`src/rtl/e2c_pkg.sv`:
```
package e2c_pkg;

  localparam int unsigned PIPE_DEPTH = 8;

  localparam logic [31:0] LAST_SECOND   = 32'd4102444799;
  localparam logic [15:0] DAY_RECIP     = 16'd49710;
  localparam logic [9:0]  DAY_ODD       = 10'd675;
  localparam logic [5:0]  QUAD_RECIP    = 6'd44;
  localparam logic [10:0] QUAD_DAYS     = 11'd1461;
  localparam logic [14:0] WEEK_RECIP    = 15'd18724;
  localparam logic [2:0]  WEEK_DAYS     = 3'd7;
  localparam logic [2:0]  EPOCH_WEEKDAY = 3'd4;
  localparam logic [5:0]  HOUR_RECIP    = 6'd36;
  localparam logic [11:0] HOUR_SECONDS  = 12'd3600;
  localparam logic [11:0] MIN_RECIP     = 12'd2184;
  localparam logic [5:0]  MIN_SECONDS   = 6'd60;
  localparam logic [7:0]  YEAR_BASE     = 8'd70;
  localparam logic [10:0] YEAR_DAYS     = 11'd365;
  localparam logic [10:0] TWO_YEAR_DAYS = 11'd730;
  localparam logic [10:0] LEAP_END_DAYS = 11'd1096;

  localparam logic [8:0] MONTH_START_COMMON [12] = '{
    9'd0, 9'd31, 9'd59, 9'd90, 9'd120, 9'd151,
    9'd181, 9'd212, 9'd243, 9'd273, 9'd304, 9'd334
  };
  localparam logic [8:0] MONTH_START_LEAP [12] = '{
    9'd0, 9'd31, 9'd60, 9'd91, 9'd121, 9'd152,
    9'd182, 9'd213, 9'd244, 9'd274, 9'd305, 9'd335
  };

  typedef struct packed {
    logic [15:0] days;
    logic [16:0] tod;
  } split_t;

  typedef struct packed {
    logic [5:0]  quad;
    logic [10:0] quad_rem;
    logic [2:0]  weekday;
    logic [4:0]  hour;
    logic [10:0] tot_min;
    logic [5:0]  sec;
  } fields_t;

  typedef struct packed {
    logic [7:0] years_since_1900;
    logic [8:0] day_of_year;
    logic [3:0] month_index;
    logic [4:0] day_of_month;
    logic [2:0] weekday;
    logic [4:0] hour_of_day;
    logic [5:0] minute_of_hour;
    logic [5:0] second_of_minute;
  } cal_t;

endpackage

```
`src/rtl/e2c_split.sv`:
```
module e2c_split import e2c_pkg::*; (
  input  logic        clk_i,
  input  logic        en_i,
  input  logic [31:0] secs_i,
  output split_t      split_o
);

  logic [31:0] sat;
  logic [40:0] p1_d, p1_q;
  logic [24:0] x1_q;
  logic [6:0]  lo1_q;

  logic [15:0] q2_d, q2_q;
  logic [25:0] prod2;
  logic [10:0] r2_d, r2_q;
  logic [6:0]  lo2_q;

  logic [10:0] rd;
  split_t      split_d, split_q;

  // 86400 = 128 * 675
  assign sat  = (secs_i > LAST_SECOND) ? LAST_SECOND : secs_i;
  assign p1_d = 41'(sat[31:7]) * 41'(DAY_RECIP);

  assign q2_d  = p1_q[40:25];
  assign prod2 = 26'(q2_d) * 26'(DAY_ODD);
  assign r2_d  = 11'(26'(x1_q) - prod2);

  always_comb begin
    if (r2_q >= 11'(DAY_ODD)) begin
      split_d.days = q2_q + 16'd1;
      rd           = r2_q - 11'(DAY_ODD);
    end else begin
      split_d.days = q2_q;
      rd           = r2_q;
    end
    split_d.tod = {rd[9:0], lo2_q};
  end

  always_ff @(posedge clk_i) begin
    if (en_i) begin
      p1_q    <= p1_d;
      x1_q    <= sat[31:7];
      lo1_q   <= sat[6:0];
      q2_q    <= q2_d;
      r2_q    <= r2_d;
      lo2_q   <= lo1_q;
      split_q <= split_d;
    end
  end

  assign split_o = split_q;

endmodule

```
`src/rtl/e2c_fields.sv`:
```
module e2c_fields import e2c_pkg::*; (
  input  logic    clk_i,
  input  logic    en_i,
  input  split_t  split_i,
  output fields_t fields_o
);

  logic [16:0] w4_d, w4_q;
  logic [15:0] d4_q;
  logic [16:0] tod4_q;
  logic [21:0] pq_d, pq_q;
  logic [31:0] pw_d, pw_q;
  logic [22:0] ph_d, ph_q;
  logic [28:0] pm_d, pm_q;

  logic [5:0]  qq5_d, qq5_q;
  logic [14:0] qw5;
  logic [5:0]  qh5_d, qh5_q;
  logic [11:0] qm5_d, qm5_q;
  logic [11:0] rq5_d, rq5_q;
  logic [3:0]  rw5_d, rw5_q;
  logic [12:0] rh5_d, rh5_q;
  logic [6:0]  rm5_d, rm5_q;

  fields_t     fields_d, fields_q;

  assign w4_d = 17'(split_i.days) + 17'(EPOCH_WEEKDAY);
  assign pq_d = 22'(split_i.days) * 22'(QUAD_RECIP);
  assign pw_d = 32'(w4_d) * 32'(WEEK_RECIP);
  assign ph_d = 23'(split_i.tod) * 23'(HOUR_RECIP);
  assign pm_d = 29'(split_i.tod) * 29'(MIN_RECIP);

  // estimates are exact or one low
  assign qq5_d = pq_q[21:16];
  assign qw5   = pw_q[31:17];
  assign qh5_d = ph_q[22:17];
  assign qm5_d = pm_q[28:17];
  assign rq5_d = 12'(d4_q - 16'(qq5_d) * 16'(QUAD_DAYS));
  assign rw5_d = 4'(w4_q - 17'(qw5) * 17'(WEEK_DAYS));
  assign rh5_d = 13'(tod4_q - 17'(qh5_d) * 17'(HOUR_SECONDS));
  assign rm5_d = 7'(tod4_q - 17'(qm5_d) * 17'(MIN_SECONDS));

  always_comb begin
    if (rq5_q >= 12'(QUAD_DAYS)) begin
      fields_d.quad     = qq5_q + 6'd1;
      fields_d.quad_rem = 11'(rq5_q - 12'(QUAD_DAYS));
    end else begin
      fields_d.quad     = qq5_q;
      fields_d.quad_rem = 11'(rq5_q);
    end
    fields_d.weekday = (rw5_q >= 4'(WEEK_DAYS)) ? 3'(rw5_q - 4'(WEEK_DAYS)) : 3'(rw5_q);
    fields_d.hour    = (rh5_q >= 13'(HOUR_SECONDS)) ? 5'(qh5_q + 6'd1) : 5'(qh5_q);
    if (rm5_q >= 7'(MIN_SECONDS)) begin
      fields_d.tot_min = 11'(qm5_q + 12'd1);
      fields_d.sec     = 6'(rm5_q - 7'(MIN_SECONDS));
    end else begin
      fields_d.tot_min = 11'(qm5_q);
      fields_d.sec     = 6'(rm5_q);
    end
  end

  always_ff @(posedge clk_i) begin
    if (en_i) begin
      w4_q     <= w4_d;
      d4_q     <= split_i.days;
      tod4_q   <= split_i.tod;
      pq_q     <= pq_d;
      pw_q     <= pw_d;
      ph_q     <= ph_d;
      pm_q     <= pm_d;
      qq5_q    <= qq5_d;
      qh5_q    <= qh5_d;
      qm5_q    <= qm5_d;
      rq5_q    <= rq5_d;
      rw5_q    <= rw5_d;
      rh5_q    <= rh5_d;
      rm5_q    <= rm5_d;
      fields_q <= fields_d;
    end
  end

  assign fields_o = fields_q;

endmodule

```
`src/rtl/e2c_cal.sv`:
```
module e2c_cal import e2c_pkg::*; (
  input  logic    clk_i,
  input  logic    en_i,
  input  fields_t fields_i,
  output cal_t    cal_o
);

  logic [7:0] year7_d, year7_q;
  logic [8:0] yday7_d, yday7_q;
  logic       leap7_d, leap7_q;
  logic [1:0] yi;
  logic [5:0] min7_d, min7_q;
  logic [2:0] wd7_q;
  logic [4:0] hour7_q;
  logic [5:0] sec7_q;

  logic [3:0] mon;
  logic [8:0] mstart;
  cal_t       cal_d, cal_q;

  always_comb begin
    yday7_d = 9'(fields_i.quad_rem);
    leap7_d = 1'b0;
    yi      = 2'd0;
    if (fields_i.quad_rem >= LEAP_END_DAYS) begin
      yi      = 2'd3;
      yday7_d = 9'(fields_i.quad_rem - LEAP_END_DAYS);
    end else if (fields_i.quad_rem >= TWO_YEAR_DAYS) begin
      yi      = 2'd2;
      leap7_d = 1'b1;
      yday7_d = 9'(fields_i.quad_rem - TWO_YEAR_DAYS);
    end else if (fields_i.quad_rem >= YEAR_DAYS) begin
      yi      = 2'd1;
      yday7_d = 9'(fields_i.quad_rem - YEAR_DAYS);
    end
  end

  assign year7_d = YEAR_BASE + {fields_i.quad, 2'b00} + 8'(yi);
  assign min7_d  = 6'(fields_i.tot_min - 11'(fields_i.hour) * 11'(MIN_SECONDS));

  always_comb begin
    mon = 4'd0;
    for (int m = 1; m < 12; m++) begin
      if ((leap7_q ? MONTH_START_LEAP[m] : MONTH_START_COMMON[m]) <= yday7_q) begin
        mon = mon + 4'd1;
      end
    end
    mstart = leap7_q ? MONTH_START_LEAP[mon] : MONTH_START_COMMON[mon];
    cal_d.years_since_1900 = year7_q;
    cal_d.day_of_year      = yday7_q;
    cal_d.month_index      = mon;
    cal_d.day_of_month     = 5'(yday7_q - mstart + 9'd1);
    cal_d.weekday          = wd7_q;
    cal_d.hour_of_day      = hour7_q;
    cal_d.minute_of_hour   = min7_q;
    cal_d.second_of_minute = sec7_q;
  end

  always_ff @(posedge clk_i) begin
    if (en_i) begin
      year7_q <= year7_d;
      yday7_q <= yday7_d;
      leap7_q <= leap7_d;
      min7_q  <= min7_d;
      wd7_q   <= fields_i.weekday;
      hour7_q <= fields_i.hour;
      sec7_q  <= fields_i.sec;
      cal_q   <= cal_d;
    end
  end

  assign cal_o = cal_q;

endmodule

```
`src/rtl/epoch_seconds_to_utc_calendar.sv`:
```
// channel   dir  width  contents (lsb first)
// s_axis    in   32     epoch_seconds
// m_axis    out  48     years_since_1900, day_of_year, month_index, day_of_month,
//                       weekday, hour_of_day, minute_of_hour, second_of_minute
//
// Eight-stage pipeline, one item per cycle while m_axis does not stall.
// The split into days and seconds of day and the later divides are
// reciprocal multiplies with one correction step each.
// Reset clears only the stage valid bits.
// A stall on m_axis holds every stage; s_axis_tready follows it.
module epoch_seconds_to_utc_calendar import e2c_pkg::*; (
  input  logic        clk_i,
  input  logic        rst_ni,
  input  logic        s_axis_tvalid_i,
  output logic        s_axis_tready_o,
  input  logic [31:0] s_axis_tdata_i,  // epoch_seconds[31:0]
  output logic        m_axis_tvalid_o,
  input  logic        m_axis_tready_i,
  // years_since_1900[7:0], day_of_year[16:8], month_index[20:17], day_of_month[25:21],
  // weekday[28:26], hour_of_day[33:29], minute_of_hour[39:34],
  // second_of_minute[45:40], zero[47:46]
  output logic [47:0] m_axis_tdata_o
);

  logic                  en;
  logic [PIPE_DEPTH-1:0] vld_d, vld_q;
  split_t                split;
  fields_t               fields;
  cal_t                  cal;

  assign en = !vld_q[PIPE_DEPTH-1] || m_axis_tready_i;

  assign vld_d = en ? {vld_q[PIPE_DEPTH-2:0], s_axis_tvalid_i} : vld_q;

  always_ff @(posedge clk_i or negedge rst_ni) begin
    if (!rst_ni) begin
      vld_q <= '0;
    end else begin
      vld_q <= vld_d;
    end
  end

  e2c_split u_split (
    .clk_i   (clk_i),
    .en_i    (en),
    .secs_i  (s_axis_tdata_i),
    .split_o (split)
  );

  e2c_fields u_fields (
    .clk_i    (clk_i),
    .en_i     (en),
    .split_i  (split),
    .fields_o (fields)
  );

  e2c_cal u_cal (
    .clk_i    (clk_i),
    .en_i     (en),
    .fields_i (fields),
    .cal_o    (cal)
  );

  assign s_axis_tready_o = en;
  assign m_axis_tvalid_o = vld_q[PIPE_DEPTH-1];
  assign m_axis_tdata_o  = {2'b00, cal.second_of_minute, cal.minute_of_hour,
                            cal.hour_of_day, cal.weekday, cal.day_of_month,
                            cal.month_index, cal.day_of_year, cal.years_since_1900};

  a_hold: assert property (@(posedge clk_i) disable iff (!rst_ni)
    !en |=> $stable(vld_q))
    else $error("pipeline moved while stalled");

  a_enter: assert property (@(posedge clk_i) disable iff (!rst_ni)
    (s_axis_tvalid_i && s_axis_tready_o) |=> vld_q[0])
    else $error("accepted item lost at first stage");

  a_range: assert property (@(posedge clk_i) disable iff (!rst_ni)
    m_axis_tvalid_o |-> (cal.month_index <= 4'd11 && cal.hour_of_day <= 5'd23 &&
                         cal.minute_of_hour <= 6'd59 && cal.second_of_minute <= 6'd59 &&
                         cal.weekday <= 3'd6 && cal.day_of_month != 5'd0))
    else $error("calendar field out of range");

endmodule

```
`config.mk`:
```
export PLATFORM = sky130hd
export DESIGN_NAME = epoch_seconds_to_utc_calendar
export DESIGN_NICKNAME = d
export VERILOG_FILES = /design/src/rtl/e2c_pkg.sv /design/src/rtl/e2c_split.sv /design/src/rtl/e2c_fields.sv /design/src/rtl/e2c_cal.sv /design/src/rtl/epoch_seconds_to_utc_calendar.sv
export SDC_FILE = /design/constraint.sdc
export NUM_CORES = 1
export LEC_CHECK = 0
export BUFFER_PORTS_ARGS = -buffer_cell sky130_fd_sc_hd__buf_2
export CORE_UTILIZATION = 30
export CTS_BUF_LIST = sky130_fd_sc_hd__clkbuf_8
export DETAILED_ROUTE_END_ITERATION = 10
export PLACE_DENSITY_LB_ADDON = 0.12
export SETUP_SLACK_MARGIN = 0.02
export SYNTH_ARGS = -nofsm -noshare
export SYNTH_HDL_FRONTEND = slang
export SYNTH_SLANG_ARGS = --single-unit
```
`constraint.sdc`:
```
create_clock -name clk_i -period 14.1 [get_ports clk_i]
set_input_delay 0.705 -clock clk_i [delete_from_list [all_inputs] [get_ports clk_i]]
set_output_delay 0.705 -clock clk_i [all_outputs]
set_load 0.01 [all_outputs]
```
==> metrics.md, run 1 <==
| Metric | Value |
|---|---|
| Status | `finished clean` |
| Ys Warns | `0` |
| Slowest stage delay, CP | `around 600 ps` |
| Sequential fraction of the synthesis area | `a little over a third` |
| CP arrival | `10980 ps` |
| Placed Cells | `between 3k and 4k` |
| Die Wd | `300.9 um` |
| Synth Area in XOR/XNOR | `7.107%` |
| Pins Over Slew Limit | `0` |
| Gr ovfl total | `0` |
| Multiplexer share of the synthesized area | `less than 1%` |
| Share of cells above drive strength 1 | `8.223%` |
| Global-route usage over all layers | `a little under an eighth` |
| CP Capture Type | `flop` |
| DRT Pass-1 Iters | `4` |
| CTS Buffer Depth | `3` |
| Post-route worst setup slack | `roughly 3500 ps` |
| First-pass GRT wire length | `between 80000 and 90000 um` |
| Slew @ Worst Pin | `between 1000 and 1500 ps` |
| Filler cells | `between 8k and 9k` |
| R2R cell count | `between 40 and 50` |
| Worst path slowest cell | `edfxtp_1` |
| DP HPWL | `between 30000 and 40000 um` |
| Initial Util | `30.32%` |
| Hold Crit Depth | `2` |
| Hold Crit Class | `input pin to flop` |
| Crit. Startpoint | `u_cal.leap7_q$_SDFFCE_PN0P_` |
| Post-DR vias/cell | `4.337` |
| Final hold violations | `0` |
| 1st-iter DRT viols | `around 500` |
| Clock Tree Root | `clkbuf_8` |
| Detail Route Antenna Nets | `0` |
| Netlist cell types | `77` |
| Final Net Count | `~3.1k` |
| Post-Synth Adder-Cell Area | `approximately 36%` |
| Reg clk slew, reported paths | `about 60 ps` |
| Die height | `about 300 um` |
| Synthesized area | `0.02680 mm^2` |
| Postcts setup bufs | `0` |
| Final Setup Violations | `0` |
| Synth Area in Compound Gates | `a little over 6%` |
| Post-synthesis average cell area | `11.57 um^2` |
| Crit start category | `flop` |
| Port bufs | `83` |
| Number of synthesized flops with an enable pin | `320` |
| Maximum clock frequency | `roughly 95 MHz` |
| Crit path required time | `roughly 15000 ps` |
| DIE AREA | `0.09052 mm^2` |
| Crit-path max FO | `11` |
| Worst slew margin | `about a third` |
| Post-Synth Simple-Gate Area | `approximately 6.3%` |
| WL/cell | `13.70 um` |
| Final non-filler cell total | `around 3.7k` |
| Worst r2r src | `u_cal.leap7_q$_SDFFCE_PN0P_` |
| DR vias | `15.87k` |
| Maximum number of pins on one net before global-route repair | `roughly 80` |
| Vias in the first global route | `17.21k` |
| Min-Delay Endpoint | `vld_q[0]$_DFFE_PN0P_` |
| RSZ-0062 raised after global routing | `no` |
| Tmin final | `between 10000 and 15000 ps` |
| Clk_lat worst skew | `670 ps` |
| Synth Register Bits | `~330` |
| Max-cap viol count | `0` |
| Hold wc startpoint | `s_axis_tvalid_i` |
| WL final | `between 50000 and 60000 um` |
| CP Class | `flop to flop` |
| RR Endpoint | `u_cal.cal_o[24]$_DFFE_PP_` |
| Mapped Cells | `around 2.3k` |
| CTS tree | `done` |
| Part of the cycle the worst path needs | `around three quarters` |
| Dpl ws | `~3700 ps` |
| Layout Skew | `35.69 ps` |
| CTS H-tree depth | `2` |
| Area Overhead vs Synth | `11.35%` |
| Crit-path most repeated cell | `ha_1` |
| Initial antenna violation count | `1` |
| CTS Buf Count | `between 50 and 60` |
| Core ar. | `about 0.088 mm^2` |
| RD Place Congestion | `about 0.8` |
| Post-CTS sizing | `0` |
| Post-synth top flop | `edfxtp_1` |
| R2r setup slk | `3530 ps` |
| IO Pins | `86` |
| Asr flop ratio synth | `under 10%` |
| Final setup TNS | `0 ps` |
| Std cell rows | `about 110` |
| Largest family of logic cells by synthesized area | `adder cells` |
| Clock sinks | `roughly 330` |
| DR DRC count | `0` |
[Yosys cell counts, types with 4 or more instances]
| master | instances | area share (%) |
|---|---|---|
| inv_1 | 488 | 6.8 |
| ha_1 | 469 | 22 |
| edfxtp_1 | 320 | 36 |
| fa_1 | 184 | 14 |
| xnor2_1 | 164 | 5.4 |
| nand2_1 | 96 | 1.3 |
| nor2_1 | 72 | 1.0 |
| a21oi_1 | 67 | 1.3 |
| o21ai_0 | 50 | 0.93 |
| a21o_1 | 46 | 1.3 |
| xor2_1 | 46 | 1.5 |
| nand2b_1 | 33 | 0.77 |
| nor3_1 | 24 | 0.45 |
| nand3_1 | 22 | 0.41 |
| nand4_1 | 22 | 0.51 |
| nor2b_1 | 17 | 0.40 |
| clkbuf_1 | 13 | 0.18 |
| mux2_2 | 11 | 0.46 |
| o21bai_1 | 11 | 0.31 |
| mux2i_1 | 9 | 0.34 |
| o21a_1 | 9 | 0.25 |
| a211oi_1 | 8 | 0.22 |
| dfrtp_1 | 8 | 0.75 |
| and2_1 | 7 | 0.16 |
| nand4b_1 | 7 | 0.23 |
| nor4_1 | 7 | 0.16 |
| a31oi_1 | 6 | 0.14 |
| o31ai_1 | 6 | 0.17 |
| a41o_1 | 5 | 0.19 |
| and3_1 | 5 | 0.12 |
| o211ai_1 | 5 | 0.14 |
| buf_2 | 4 | 0.075 |
| o21ai_1 | 4 | 0.075 |
| or2_2 | 4 | 0.093 |
[how the worst max path moves through the flow]
stage / to / cells past startpoint
6_report: u_cal.cal_o[24]$_DFFE_PP_ / 43
5_1_grt: u_cal.cal_o[24]$_DFFE_PP_ / 43
3_5_place_dp: u_cal.cal_o[24]$_DFFE_PP_ / 43
2_1_floorplan: vld_q[0]$_DFFE_PN0P_ / 3
3_3_place_gp: u_cal.cal_o[24]$_DFFE_PP_ / 43
4_1_cts: u_cal.cal_o[24]$_DFFE_PP_ / 43
[layout make-up]
class | instances | area [um^2] | area share (%)
Tap cell | 1165 | 1458 | 4.885
Multi-Input combinational cell | 1478 | 15060 | 50.46
Sequential cell | 328 | 9809 | 32.88
Inverter | 490 | 1839 | 6.164
Clock buffer | 60 | 825.8 | 2.768
Antenna cell | 2 | 5.005 | 0.01677
Timing Repair Buffer | 90 | 470.5 | 1.577
Clock inverter | 47 | 372.9 | 1.250
[stage by stage]
step	util [%]	hold slack (ps)	instance area, um^2
after floorplan	-	400.3	26800
after global placement	32.39	400.5	28620
after detailed placement	32.39	404.5	28620
after CTS	33.76	209.1	29830
after global routing	33.76	263.5	29830
final	33.76	295.1	29840
[placed cells by master, fill, tap and decap left out, drive strengths merged, types with 4 or more instances in the layout]
cell / instances
inv: 503
ha: 469
edfxtp: 320
fa: 184
xnor2: 167
nand2: 96
buf: 89
nor2: 72
a21oi: 68
clkbuf: 60
o21ai: 54
xor2: 47
a21o: 46
nand2b: 33
clkinv: 26
nor3: 24
nand4: 23
nand3: 22
nor2b: 17
mux2: 12
o21bai: 11
o21a: 10
mux2i: 9
a211oi: 9
dfrtp: 8
and2: 7
nor4: 7
nand4b: 7
o31ai: 6
a31oi: 6
bufinv: 6
o211ai: 5
and3: 5
a41o: 5
or2: 5
o31a: 4
[registers in the layout, indices dropped and copies added (netlist names), 9 cells and up]
register and count:
u_fields.rh5_q 9, u_fields.rq5_q 12, u_split.x1_q 11, u_split.q2_q 16
u_cal.yday7_q 9, u_cal.cal_o 46, u_fields.tod4_q 13, u_split.p1_q 16
u_split.split_o 33, u_fields.d4_q 12, u_fields.fields_o 37, u_split.r2_q 11
[cells by family (layout without fill, tap and decap cells)]
logic type / Yosys count / after routing
flops: 328 / 328
other cells: 1 / 4
mux: 21 / 21
simple gates: 336 / 336
xor+xnor: 214 / 214
fa+ha+maj: 653 / 653
buf+inv: 511 / 687
compound gates: 252 / 252
[routing by layer]
metal  global-route usage (%)  up-vias  wire (um)
met2                    20.23      187      24390
li1                         -     8055          -
met1                    14.20     7529      22860
met5                        0        -          0
met3                    1.674      102       1421
met4                    4.061        0       1460
[repair_timing]
item	4_1_cts	5_1_grt
hold buffers	1	0
setup endpoints to repair	0	0
endpoints found under the hold margin	8	0
[critical path, delay by kind of cell (launching register included)]
family / cells / cell delay [ps]
adders and majority gates: 13 / 3880
AOI/OAI and AO/OA: 10 / 2110
and+or+nand+nor: 8 / 1340
muxes: 3 / 1090
buffers and inverters: 6 / 760
DFF: 1 / 600
xor gates and xnor gates: 3 / 540
Power of run 1 is not shown: default switching activity piles up to over one toggle a cycle in this logic, so the estimate is an artifact.
==> inputs of run 2 (changes only) <==
clock period = 9.2 ns   (was 14.1 ns; I/O delays follow)
==> run 2 against run 1 <==
  * Register-to-register slack got worse by 3200 ps
  * Sequential cell count did not move
  * Cell count rose by 0.98%
  * Core utilization rose by 0.61 points
  * Via count rose by 0.37%
  * Critical path depth rose by 1
  * Non-clock buffer count rose by 35
  * Die area did not move
  * Critical path type unchanged
==> metrics.md, run 2 (synthesis results as in run 1) <==
| Metric | Value |
|---|---|
| Port bufs | `83 (unchanged)` |
| Share of cells above drive strength 1 | `10.75% (was 8.223%)` |
| WL/cell | `13.71 um (was 13.70 um)` |
| DIE AREA | `0.09052 mm^2 (unchanged)` |
| Clock sinks | `328 (unchanged)` |
| Maximum number of pins on one net before global-route repair | `137 (was 82)` |
| Initial antenna violation count | `1 (unchanged)` |
| Status | `finished clean (unchanged)` |
| Slew @ Worst Pin | `1219 ps (was 1001 ps)` |
| Register area | `0.009809 mm^2 (unchanged)` |
| Max-cap viol count | `0 (unchanged)` |
| Area Overhead vs Synth | `13.36% (was 11.35%)` |
| Vias in the first global route | `17.32k (was 17.21k)` |
| Layout Skew | `48.70 ps (was 35.69 ps)` |
| Die height | `300.9 um (unchanged)` |
| Maximum clock frequency | `113.4 MHz (was 94.65 MHz)` |
| Detail Route Antenna Nets | `0 (unchanged)` |
| Final Net Count | `3171 (was 3136)` |
| Core ar. | `0.08837 mm^2 (unchanged)` |
| First-pass GRT wire length | `85480 um (was 84980 um)` |
| Worst path slowest cell | `fa_2 (was edfxtp_1)` |
| Max reg flops | `46 (unchanged)` |
| Most common cell after layout, fill and taps aside | `inv_1 (unchanged)` |
| Multi-input combinational cell area | `0.01526 mm^2 (was 0.01506 mm^2)` |
| Part of the cycle the worst path needs | `95.87% (was 74.93%)` |
| Crit path required time | `9640 ps (was 14520 ps)` |
| DRT Pass-1 Iters | `4 (unchanged)` |
| CTS H-tree depth | `2 (unchanged)` |
| Final Setup Violations | `0 (unchanged)` |
| DR DRC count | `0 (unchanged)` |
| Buf+Inv Stages, Crit Path | `7 (was 6)` |
| DR vias | `15.93k (was 15.87k)` |
| Filler cells | `8829 (was 8860)` |
| Reg clk slew, reported paths | `70 ps (was 60 ps)` |
| Global-route usage over all layers | `11.54% (was 11.48%)` |
| WL final | `50670 um (was 50130 um)` |
| 1st-iter DRT viols | `454 (was 501)` |
| Initial Util | `30.32% (unchanged)` |
| Tmin final | `8820 ps (was 10570 ps)` |
| Gr ovfl total | `0 (unchanged)` |
| Die Wd | `300.9 um (unchanged)` |
| Pins Over Slew Limit | `0 (unchanged)` |
| CP arrival | `9260 ps (was 10980 ps)` |
| Hold Crit Class | `input pin to flop (unchanged)` |
| Crit-path most repeated cell | `ha_1 (unchanged)` |
| CTS Buf Count | `59 (unchanged)` |
| CP Capture Type | `flop (unchanged)` |
| CTS Buffer Depth | `3 (unchanged)` |
| Final hold violations | `0 (unchanged)` |
| Worst slew margin | `17.89% (was 33.27%)` |
| Commonest non-fill, non-tap cells in the layout | `inv_1, ha_1, edfxtp_1 (unchanged)` |
| Slowest stage delay, CP | `520 ps (was 600 ps)` |
| Clk_lat worst skew | `680 ps (was 670 ps)` |
| Post-layout util | `34.37% (was 33.76%)` |
| Worst path top cell family by delay | `adder cells (unchanged)` |
| Clock Tree Root | `clkbuf_8 (unchanged)` |
| CP Class | `flop to flop (unchanged)` |
| Std cell rows | `109 (unchanged)` |
| Crit start category | `flop (unchanged)` |
| CTS tree | `done (unchanged)` |
| Crit-path max FO | `4 (was 11)` |
| RD Place Congestion | `0.8206 (was 0.7858)` |
| Post-DR vias/cell | `4.310 (was 4.337)` |
| IO Pins | `86 (unchanged)` |
| DP HPWL | `40000 um (was 39690 um)` |
run 2: stage by stage:
step           hold slack, ps  TNS [ps]  worst slack [ps]  std cells  area [um^2]
5_1_grt                 26.31    -83.07            -49.03       3696        30380
4_1_cts                 7.705         0             37.38       3685        30140
2_1_floorplan           164.4         0             27.27       2317        26830
3_3_place_gp            303.8         0             56.93       3572        28830
3_5_place_dp            309.5    -399.3            -182.3       3572        28830
6_report                84.79         0             379.8       3696        30380
run 2: worst paths after layout:
kind | from | endpoint | slack, ps | depth (start not counted)
max | u_cal.leap7_q$_SDFFCE_PN0P_ | u_cal.cal_o[22]$_DFFE_PP_ | 380 | 44
min | s_axis_tdata_i[0] | u_split.lo1_q[0]$_SDFFCE_PP1P_ | 80 | 2
max reg2reg | u_cal.leap7_q$_SDFFCE_PN0P_ | u_cal.cal_o[22]$_DFFE_PP_ | 380 | 44
min reg2reg | u_cal.sec7_q[1]$_DFFE_PP_ | u_cal.cal_o[1]$_DFFE_PP_ | 400 | 0
max in group asynchronous | rst_ni | vld_q[2]$_DFFE_PN0P_ | 8840 | 2
min in group asynchronous | rst_ni | vld_q[0]$_DFFE_PN0P_ | 190 | 2
run 2: per-layer routing:
layer	part of all wire, %	track usage (%)	vias up
li1	-	-	8132
met1	45	14.27	7523
met2	49	20.43	189
met3	3.3	1.797	87
met4	2.6	3.698	0
met5	0	0	-
run 2: layout make-up:
type                       count  share of cell area [%]
clock inverter                50                   1.479
tap                         1165                   4.799
inverter                     490                   6.055
timing repair buffer         125                   2.463
sequential                   328                   32.29
clock buffer                  59                   2.673
antenna                        1                0.008238
multi-input combinational   1478                   50.23
run 2: worst reg2reg max path: cells and delay by family (launching register included):
family	cells	cell delay (ps)
AND/OR/NAND/NOR	10	1420
buffers and inverters	7	470
adder cells (fa/ha/maj)	13	3770
XOR/XNOR	3	410
flip-flops	1	360
AO/OA/AOI/OAI	9	1600
multiplexers	2	540
run 2: timing repair:
item	in CTS	in global routing
gates resized for setup	5	30
setup endpoints to repair	3	4
pin swaps	2	16
endpoints found under the hold margin	9	0
hold buffers	2	0
buffers inserted	2	10
Power of run 2 is left out for the same reason.
